`config.mk`:
```
export PLATFORM = sky130hd
export DESIGN_NAME = mwsm_queue
export DESIGN_NICKNAME = d
export VERILOG_FILES = /design/src/sv/mecanum_wheel_speed_mixer_unit_assert.svh /design/src/sv/mwsm_pkg.sv /design/src/sv/mwsm_queue.sv
export SDC_FILE = /design/constraint.sdc
export NUM_CORES = 1
export LEC_CHECK = 0
export BUFFER_PORTS_ARGS = -buffer_cell sky130_fd_sc_hd__buf_2
export CAP_MARGIN = 15
export CORE_ASPECT_RATIO = 0.9
export CORE_MARGIN = 3
export CORE_UTILIZATION = 55
export DETAILED_ROUTE_END_ITERATION = 12
export PLACE_DENSITY = 0.75
export SYNTH_ARGS = -nofsm -noshare
export SYNTH_HDL_FRONTEND = slang
export SYNTH_SLANG_ARGS = --single-unit
```
`constraint.sdc`:
```
create_clock -name clk_i -period 1.7 [get_ports clk_i]
set_clock_uncertainty 0.15 [all_clocks]
set_input_delay 0.255 -clock clk_i [delete_from_list [all_inputs] [get_ports clk_i]]
set_output_delay 0.255 -clock clk_i [all_outputs]
set_load 0.05 [all_outputs]
```
`src/sv/mecanum_wheel_speed_mixer_unit_assert.svh`:
```
// Assertion macros for the mecanum wheel speed mixer
`ifndef MECANUM_WHEEL_SPEED_MIXER_UNIT_ASSERT_SVH
`define MECANUM_WHEEL_SPEED_MIXER_UNIT_ASSERT_SVH

// expr must never hold
`define MWSM_NEVER(lbl, clk, rst_n, expr, msg) \
  lbl: assert property (@(posedge clk) disable iff (!rst_n) !(expr)) else $error(msg);

// same-cycle implication
`define MWSM_IMPLY(lbl, clk, rst_n, ante, cons, msg) \
  lbl: assert property (@(posedge clk) disable iff (!rst_n) (ante) |-> (cons)) else $error(msg);

// next-cycle implication
`define MWSM_NEXT(lbl, clk, rst_n, ante, cons, msg) \
  lbl: assert property (@(posedge clk) disable iff (!rst_n) (ante) |=> (cons)) else $error(msg);

`endif

```
`src/sv/mwsm_pkg.sv`:
```
// Shared constants, types and width helpers for the mecanum wheel speed mixer
`timescale 1ns / 1ps

package mwsm_pkg;

  localparam int unsigned TRIG_FRAC_BITS_DEF = 15;
  localparam int unsigned ANGLE_BITS_DEF     = 16;

  localparam int unsigned CFG_W         = 15;
  localparam logic [CFG_W-1:0] MAX_SPEED_RST = 15'd660;

  localparam int unsigned NWHEEL       = 4;
  localparam int unsigned WW_EXTRA     = 20;
  localparam int unsigned SIN_STAGES   = 5;
  localparam int unsigned FRONT_STAGES = 10;
  localparam int unsigned QDEPTH       = 4;

  // quarter-wave sine polynomial, Q2.30
  localparam logic [30:0] SIN_A = 31'd1686629713;
  localparam logic [29:0] SIN_B = 30'd688904866;
  localparam logic [26:0] SIN_C = 27'd76016977;

  localparam logic [15:0] SAT_MAX = 16'h7fff;
  localparam logic [15:0] SAT_MIN = 16'h8000;

  typedef struct packed {
    logic full;
    logic nempty;
  } q_stat_t;

  function automatic int unsigned wheel_w(int unsigned frac);
    return frac + WW_EXTRA;
  endfunction

  function automatic int unsigned entry_w(int unsigned frac);
    return (NWHEEL + 1) * (wheel_w(frac) + 1);
  endfunction

endpackage

```
`src/sv/mwsm_queue.sv`:
```
// Short request queue between the front and back ends
`timescale 1ns / 1ps

module mwsm_queue #(
  parameter int unsigned W = 8
) (
  input  logic              clk_i,
  input  logic              rst_ni,
  input  logic              push_i,
  input  logic [W-1:0]      wdata_i,
  input  logic              pop_i,
  output logic [W-1:0]      rdata_o,
  output mwsm_pkg::q_stat_t stat_o
);

  localparam int unsigned D  = mwsm_pkg::QDEPTH;
  localparam int unsigned AW = $clog2(D);

  logic [W-1:0]  mem_q [D];
  logic [AW-1:0] wr_q, rd_q;
  logic [AW:0]   cnt_q;

  always_ff @(posedge clk_i or negedge rst_ni) begin
    if (!rst_ni) begin
      wr_q  <= '0;
      rd_q  <= '0;
      cnt_q <= '0;
    end else begin
      if (push_i) begin
        wr_q <= wr_q + 1'b1;
      end
      if (pop_i) begin
        rd_q <= rd_q + 1'b1;
      end
      if (push_i && !pop_i) begin
        cnt_q <= cnt_q + 1'b1;
      end else if (pop_i && !push_i) begin
        cnt_q <= cnt_q - 1'b1;
      end
    end
  end

  always_ff @(posedge clk_i) begin
    if (push_i) begin
      mem_q[wr_q] <= wdata_i;
    end
  end

  assign rdata_o       = mem_q[rd_q];
  assign stat_o.full   = (cnt_q == (AW+1)'(D));
  assign stat_o.nempty = (cnt_q != '0);

endmodule

```
# == Word-level counts from Yosys, hierarchy flattened ==
# Memories as Yosys holds them, arrays and structs flattened.
# Cells that the tools add are included.
# word_totals
register_bits,7
latch_bits,0
mem_bits_rw,32
mem_bits_ro,0
input_bits,12
output_inout_bits,10
word_cells,19
mem_count,1
# memory_table
memory,depth,width,rd,rd_clocked_by_memory_dff,wr,line,rtl
mem_q,4,8,1,0,1,mwsm_queue.sv:19,logic [W-1:0] mem_q [D];
# op_classes
addsub,4
n_mul,0
n_div,0
n_lt_le_gt_ge,0
n_eq_ne,1
shift,0
mux,4
n_bitwise,0
n_reduce_logical,6
# op_table
op,count
$mux W3,2
$add A2 B1 Y2 const B,2
$add A3 B1 Y3 const B,1
$eq A3 B3 Y1 const B,1
$reduce_bool A3 Y1,1
$sub A3 B1 Y3 const B,1
$logic_and A1 B1 Y1,2
$logic_not A1 Y1,2
$mux W1,2
$reduce_bool A2 Y1,1

# == Depth between registers and ports, before layout ==
# Gate-level depths: netlist (run 1).
# depth
word_depth,4
ltp_mapped,7
depth_no_buf,7

# == Worst setup path after synthesis (run 1) ==
# OpenSTA, ideal clock, no wires.
# synth_path
kind,reg-to-output
start,register cnt_q[0]
end,output stat_o[1] (netlist bit)
arrival_ns,1.594
t_required_ns,1.295
setup_slack_ns,-0.299
path_stages_with_launch,2
n_path_buf,0
cell_sequence,dfrtp_1 -> nor3b_1
# synth_rtl
element,line,rtl
start: declaration,mwsm_queue.sv:21,logic [AW:0] cnt_q;
start signal: assignment,mwsm_queue.sv:36,cnt_q <= cnt_q + 1'b1;
start signal: assignment,mwsm_queue.sv:38,cnt_q <= cnt_q - 1'b1;
end: declaration,mwsm_queue.sv:13,output mwsm_pkg::q_stat_t stat_o

# == Worst setup path in the final report (run 1) ==
# layout_path
start,register rd_q[0]
end,output rdata_o[2]
# layout_via
elab_chain_len,1
# layout_rtl
element,line,rtl
start: declaration,mwsm_queue.sv:20,"logic [AW-1:0] wr_q, rd_q;"
start signal: assignment,mwsm_queue.sv:33,rd_q <= rd_q + 1'b1;
$mem_v2 Z4 W8,-,
end: declaration,mwsm_queue.sv:12,"output logic [W-1:0] rdata_o,"
# Every way passes these cells.

==> impl_summary.txt, run 1 <==
----------------------------------------------------
[Run status]
  Status ... finished with violations
  Failing checks ... negative setup slack

[GRT]
  Global-route wire length before repair ... ~4000 µm
  Total congestion overflow ... 0
  Vias in the first global route ... 827
  Maximum number of pins on one net before global-route repair ... 12
  All-layer global routing usage ... 0.1682
  Initial antenna violation count ... 0

[Placed design]
  Post-Place Cells ... around 140
  Final weighted congestion of routability-driven global placement ... ~0.68
  Port Buf Inserts ... 21
  Post-detail-place hpwl ... 1575 µm

[Pwr]
  Power density over the cells ... roughly 1800 nW/µm²
  Peak supply drop ... 1.090 mV
  Switching part of the total ... 0.3808
  Clk network pwr share ... 0.123
  Part of the total power dissipated in sequential elements ... 0.406
  Static leakage power ... roughly 0.76 nW
  Internal Pwr Total ... 2.190 mW
  P_sw ... 1.346 mW
  Logic pwr share ... 0.471

[Layout]
  Post-route core utilization ... 0.7701
  # diodes ... 0
  Post-Layout Cell Count ... between 150 and 200
  Layout net count ... around 140
  Share of post-route cells with drive strength above 1 ... 0.3967
  Syn-to-layout area delta ... 27.95%

[Detailed routing]
  Average via count per standard cell ... a little under 5
  Vias ... ~780
  Wire length per cell after detailed routing ... 15.56 µm
  Initial DRC Count ... 21
  Sum of routed wire length over all layers ... approximately 2500 µm
  Pre-antenna DRT Iters ... 4
  Count of antenna-violating nets left after detailed routing ... 0
  Drc violations ... 0

[STA]
  Number of endpoints with negative hold slack in the final report ... 0
  Post-layout worst setup margin ... -0.2948 ns
  Final Setup Violations ... 9
  Unrepaired setup endpoints after global routing ... yes
  Aggregate negative setup slack ... -2.250 ns
  Worst relative slew slack ... 0.7098
  Fin crit share ... 1.173
  Achievable clock frequency ... 501.3 MHz
  Slew at the pin with the worst max-slew slack ... approximately 0.44 ns
  Post-route minimum period ... between 1.5 and 2 ns
  Slew Viols, Final ... 0

[Clock tree]
  Clock root buffer ... sky130_fd_sc_hd__clkbuf_4
  Worst-skew pair later-pin latency ... approximately 0.33 ns
  Clock input transition at the sequential cells of the worst setup and hold paths ... ~0.10 ns
  Total clock buffers created by CTS ... 5
  CTS tree ... yes
  CTS sink cnt ... 39
  CTS Buffer Depth ... 2
  H-tree depth ... 2

[Synthesis]
  Synthesized area divided by synthesized cell count ... slightly above 20 µm²
  Post-synthesis instance total ... 76
  Net count of the mapped netlist ... 94
  Area contributors post-synth ... sky130_fd_sc_hd__edfxtp_1 (62%), sky130_fd_sc_hd__mux4_2 (12%), sky130_fd_sc_hd__dfrtp_1 (11%)
  Most frequent cell after synthesis ... sky130_fd_sc_hd__edfxtp_1
  Biggest area consumer among synthesized cells ... sky130_fd_sc_hd__edfxtp_1
  Async S/R FF share, synth ... 0.1795
  Sequential area share after synthesis ... 0.7334
  Netlist area before placement ... about 1500 µm²
  Leading register cell type out of synthesis ... sky130_fd_sc_hd__edfxtp_1
  Distinct cell type count of the synthesized netlist ... 17
  Number of synthesis warnings ... 0
  Flop and latch count out of synthesis ... 39
  Fraction of synthesized cell area taken by the top area cell type ... 0.6204
  Most used standard cells in the synthesized netlist ... sky130_fd_sc_hd__edfxtp_1 (32), sky130_fd_sc_hd__mux4_2 (8), sky130_fd_sc_hd__dfrtp_1 (7)
  Number of enable-type register cells in the synthesized netlist ... 32

[Critical path]
  End point of the critical path ... rdata_o[2]
  Req. time, crit path ... around 1.3 ns
  Worst path cell trace ... buf_12, mux4_2, buf_6
  Critical Path AT ... approximately 1.6 ns
  Worst path slowest cell ... sky130_fd_sc_hd__mux4_2
  Reg-to-reg setup timing slack ... roughly 0.10 ns
  Launching instance or port of the critical path ... rd_q[0]
  Endpoint class of the critical path ... output port
  R2R Path Start ... cnt_q[0]
  Category of the worst setup path launch point ... flip-flop
  RR Endpoint ... cnt_q[2]
  Number of cell instances on the worst register-to-register path ... 5
  Cell class contributing the biggest share of worst-path delay ... multiplexers
  Count of cell instances traversed by the critical path ... 3
  Stage delay of the slowest cell on the critical path ... 0.52 ns
  Top fanout value on the critical path ... 8
  Classification of the worst setup path ... reg2out
  WP buf/inv ... 2

[Worst hold path]
  Hold path depth ... 3
  Type of the tightest min-delay check ... in2reg

[Die]
  Floorplan die width ... between 60 and 70 µm
  Number of placement rows ... 17
  Effective utilization at floorplan ... 0.6018
  Number of placed I/O pins ... 22
  Core ar. ... 2574 µm²
  Height of the chip ... roughly 56 µm
  Die Outline Area ... ~3500 µm²

[Job]
  Max Cap Viol ... 0

----------------------------------------------------
==> routing by layer <==
layer | vias to the layer above | GRT usage | routed length [µm]
li1 | 376 | - | -
met1 | 380 | 0.2171 | 1096
met2 | 17 | 0.2559 | 1258
met3 | 2 | 0.06207 | 99
met4 | 0 | 0.06364 | 20
met5 | - | 0 | 0
==> layout by cell type, fill, tap and decap left out, types with 2 or more instances in the layout <==
cell type                       Yosys  layout
sky130_fd_sc_hd__dfrtp_2            0       2
sky130_fd_sc_hd__edfxtp_1          32      32
sky130_fd_sc_hd__inv_1              4       4
sky130_fd_sc_hd__dlygate4sd3_1      0      10
sky130_fd_sc_hd__buf_6              1       8
sky130_fd_sc_hd__buf_4              0       7
sky130_fd_sc_hd__and2_1             4       4
sky130_fd_sc_hd__buf_2              1      12
sky130_fd_sc_hd__mux4_2             8       8
sky130_fd_sc_hd__nand2_1            2       2
sky130_fd_sc_hd__xnor2_1            2       2
sky130_fd_sc_hd__clkbuf_4           0       5
sky130_fd_sc_hd__xor2_1             4       4
sky130_fd_sc_hd__dfrtp_1            7       5
sky130_fd_sc_hd__clkbuf_1           0       3
sky130_fd_sc_hd__ha_1               5       5
==> power groups by stage <==
stage	combinational (mW)	clock, mW	sequential [mW]
floorplan	1.11	0	1.38
global placement	1.36	0	1.45
detailed placement	1.39	0	1.47
CTS	1.65	0.451	1.44
global route	1.79	0.494	1.46
finish	1.67	0.434	1.44
==> worst min-delay path by stage <==
stage                          end  slack (ns)   start
final                      rd_q[1]        0.05   pop_i
after global routing       rd_q[1]        0.07   pop_i
after CTS                  rd_q[1]        0.04   pop_i
after detailed placement  cnt_q[2]       -0.06  rst_ni
after global placement    cnt_q[2]       -0.05  rst_ni
after floorplan           cnt_q[0]       -0.19  rst_ni
==> what timing repair did <==
| action | in CTS | in global routing |
|---|---|---|
| resized for setup | 21 | 2 |
| buffers inserted | 1 | 1 |
| endpoints found under the setup margin | 9 | 10 |
| pin swaps | 1 | 2 |
| endpoints found under the hold margin | 40 | 0 |
| hold buffers | 10 | 0 |
==> per-stage QoR <==
| stage | power (mW) | instance area (µm²) | hold WS, ns | worst slack, ns |
|---|---|---|---|---|
| floorplan | 2.495 | 1554 | -0.1906 | 0.1529 |
| global placement | 2.813 | 1748 | -0.05236 | 0.04671 |
| detailed placement | 2.857 | 1748 | -0.05599 | 0.02704 |
| CTS | 3.542 | 1971 | 0.04195 | -0.3179 |
| global route | 3.739 | 1982 | 0.06628 | -0.3776 |
| finish | 3.536 | 1982 | 0.04947 | -0.2948 |
==> layout make-up <==
class	count	area, µm²
timing repair buffer	39	337.8
fill	153	591.8
tap	38	47.55
inverter	4	15.01
multi-input combinational	31	394.1
sequential	39	1139
clock buffer	8	48.80
==> worst register-to-register path: cells and delay by family, from the launching register on <==
kind	cells	cell delay [ns]
flip-flops	1	0.44
adder cells (fa/ha/maj)	1	0.38
XOR/XNOR	2	0.29
AND/OR/NAND/NOR	1	0.13
buffers and inverters	1	0.15
==> registers in the layout (all words and copies together), names as in the netlist <==
register and flops:
rd_q 2, mem_q 32, cnt_q 3, wr_q 2
==> logic make-up after synthesis <==
| family | count (synthesis) | share of synthesized area |
|---|---|---|
| buffers and inverters | 6 | 0.02019 |
| adders and majority gates | 6 | 0.05331 |
| muxes | 9 | 0.1236 |
| AOI/OAI and AO/OA | 1 | 0.003228 |
| and+or+nand+nor | 9 | 0.03231 |
| xor gates and xnor gates | 6 | 0.03393 |
| DFF | 39 | 0.7334 |
No activity file was read; power rests on OpenSTA's default activity.
==> run 2: changes to the inputs <==
Settings changed: CORE_UTILIZATION 55 to 45, PLACE_DENSITY 0.75 to 0.63.
==> impl_summary.txt, run 2 (same netlist as run 1, synthesis figures left out) <==
----------------------------------------------------
[Layout]
  Syn-to-layout area delta ... 26.98%
  Most used cells in the layout excluding fill and tap cells ... sky130_fd_sc_hd__edfxtp_1 (32), sky130_fd_sc_hd__buf_2 (12), sky130_fd_sc_hd__buf_4 (12), sky130_fd_sc_hd__buf_6 (10), sky130_fd_sc_hd__mux4_2 (8)
  # diodes ... 0
  Leading cell type in the layout, fill and taps excluded ... sky130_fd_sc_hd__edfxtp_1
  Post-route core utilization ... 0.6221
  Flip-flop count of the largest register, all copies and words added ... 32
  Register with the most flip-flops ... mem_q
  Post-Layout Cell Count ... 160
  Cell area after layout ... 1967 µm²
  Layout net count ... ~140
  Largest regs ... mem_q: 32 flops, cnt_q: 3 flops
  Share of post-route cells with drive strength above 1 ... 0.4576

[Critical path]
  WP buf/inv ... 2
  Number of cell instances on the worst register-to-register path ... 4
  RR Endpoint ... cnt_q[2]
  R2R Path Start ... cnt_q[0]
  Cell class contributing the biggest share of worst-path delay ... multiplexers
  Req. time, crit path ... between 1 and 1.5 ns
  Classification of the worst setup path ... reg2out
  Endpoint class of the critical path ... output port
  Reg-to-reg setup timing slack ... between 0.1 and 0.15 ns
  Critical Path AT ... roughly 1.5 ns
  Category of the worst setup path launch point ... flip-flop
  Worst path cell trace ... buf_4, mux4_2, buf_6
  Worst path slowest cell ... sky130_fd_sc_hd__mux4_2
  Top fanout value on the critical path ... 3
  Stage delay of the slowest cell on the critical path ... slightly above 0.5 ns

[Clock tree]
  Clock root buffer ... sky130_fd_sc_hd__clkbuf_8
  Worst-skew pair later-pin latency ... roughly 0.28 ns
  Clock input transition at the sequential cells of the worst setup and hold paths ... 0.07 ns
  CTS sink cnt ... 39
  CTS tree ... yes
  H-tree depth ... 2
  CTS Buffer Depth ... 2
  Total clock buffers created by CTS ... 5

[Die]
  Number of placed I/O pins ... 22
  Height of the chip ... just over 60 µm
  Core ar. ... ~3200 µm²
  Effective utilization at floorplan ... 0.4899
  Floorplan die width ... roughly 68 µm
  Number of placement rows ... 19
  Die Outline Area ... between 4000 and 5000 µm²

[Worst hold path]
  Min-delay src ... pop_i
  Hold path depth ... 2
  Worst hold path endpoint ... rd_q[0]
  Type of the tightest min-delay check ... in2reg

[Detailed routing]
  Count of antenna-violating nets left after detailed routing ... 0
  Drc violations ... 0
  Average via count per standard cell ... around 5
  Pre-antenna DRT Iters ... 2
  Sum of routed wire length over all layers ... about 2700 µm
  Vias ... between 700 and 800
  Wire length per cell after detailed routing ... about 17 µm
  Initial DRC Count ... 39

[Placed design]
  Post-detail-place hpwl ... roughly 1900 µm
  Placed Instance Area ... between 1500 and 2000 µm²
  Port Buf Inserts ... 21
  Final weighted congestion of routability-driven global placement ... 0.6565
  Post-Place Cells ... approximately 150
  Worst Setup Slack post-DPL ... -0.04453 ns

[GRT]
  Global-route wire length before repair ... between 4000 and 5000 µm
  Maximum number of pins on one net before global-route repair ... 12
  All-layer global routing usage ... 0.1509
  Total congestion overflow ... 0
  Vias in the first global route ... around 890
  Initial antenna violation count ... 0

[Pwr]
  Peak supply drop ... between 1 and 1.5 mV
  Power density over the cells ... ~1900 nW/µm²
  Static leakage power ... 0.7646 nW

[Run status]
  Status ... finished with violations
  Failing checks ... negative setup slack

[STA]
  Worst relative slew slack ... 0.8105
  Unrepaired setup endpoints after global routing ... yes
  Slew Viols, Final ... 0
  Slew at the pin with the worst max-slew slack ... about 0.28 ns
  Fin crit share ... 1.138
  Final Setup Violations ... 8
  Post-route minimum period ... about 1.9 ns
  Post-layout worst setup margin ... -0.2347 ns
  Achievable clock frequency ... slightly above 500 MHz
  Number of endpoints with negative hold slack in the final report ... 0
  Aggregate negative setup slack ... -1.798 ns

[Job]
  Max Cap Viol ... 0

----------------------------------------------------
[run 2: cell types whose count changed in the layout (fill, tap and decap cells not counted), moves of 2 or more]
cell | previous run | this run
sky130_fd_sc_hd__clkbuf_4 | 5 | 0
sky130_fd_sc_hd__buf_4 | 7 | 12
sky130_fd_sc_hd__dlygate4sd3_1 | 10 | 1
sky130_fd_sc_hd__clkbuf_8 | 0 | 5
sky130_fd_sc_hd__buf_6 | 8 | 10
[run 2: how the worst max path moves through the flow]
stage                 start         end  slack, ns  depth (start not counted)
finish              rd_q[0]  rdata_o[4]      -0.23                          3
detailed placement    pop_i    cnt_q[2]      -0.04                          8
CTS                 rd_q[0]  rdata_o[1]      -0.25                          3
floorplan           rd_q[0]  rdata_o[0]       0.15                          2
global placement    rd_q[0]  rdata_o[6]       0.03                          3
global route        rd_q[0]  rdata_o[6]      -0.31                          3
[run 2: worst register-to-register path: stages, from the launching register on]
cell and delay (ns):
sky130_fd_sc_hd__dfrtp_2 0.45, sky130_fd_sc_hd__fa_1 0.45, sky130_fd_sc_hd__xor2_1 0.16, sky130_fd_sc_hd__nor2_1 0.11, sky130_fd_sc_hd__xor2_1 0.17
[run 2: power breakdown]
group / switching (mW) / internal (mW)
Clock: 0.288 / 0.287
Sequential: 0.184 / 1.29
Combinational: 0.923 / 0.761
Total: 1.39 / 2.33
[run 2: timing repair]
action	in CTS	in global routing
buffers inserted	1	1
cloned	0	0
endpoints found under the setup margin	9	9
resized for setup	21	3
pin swaps	0	1
hold buffers	1	0
endpoints found under the hold margin	7	0
[run 2: final cells by class]
cell class              count  area [µm²]
flip-flops and latches     39        1139
well taps                  42       52.55
clock inverters             1       5.005
multi-input cells          31       391.6
fillers                   249        1195
clock buffers               7       76.32
repair buffers             36       287.8
inverters                   4       15.01
[run 2: per-layer routing]
metal	wire, µm	share of wire	GRT usage
met1	1116	0.42	0.1885
met3	117	0.044	0.05474
met4	0	0	0.03399
met5	0	0	0
met2	1432	0.54	0.2552
[run 2: metrics by stage]
step / hold WS [ns] / power (mW)
floorplan: -0.1906 / 2.495
global route: 0.02616 / 3.933
CTS: 0.02158 / 3.723
detailed placement: -0.04885 / 2.910
global placement: -0.05520 / 2.855
finish: 0.02802 / 3.729
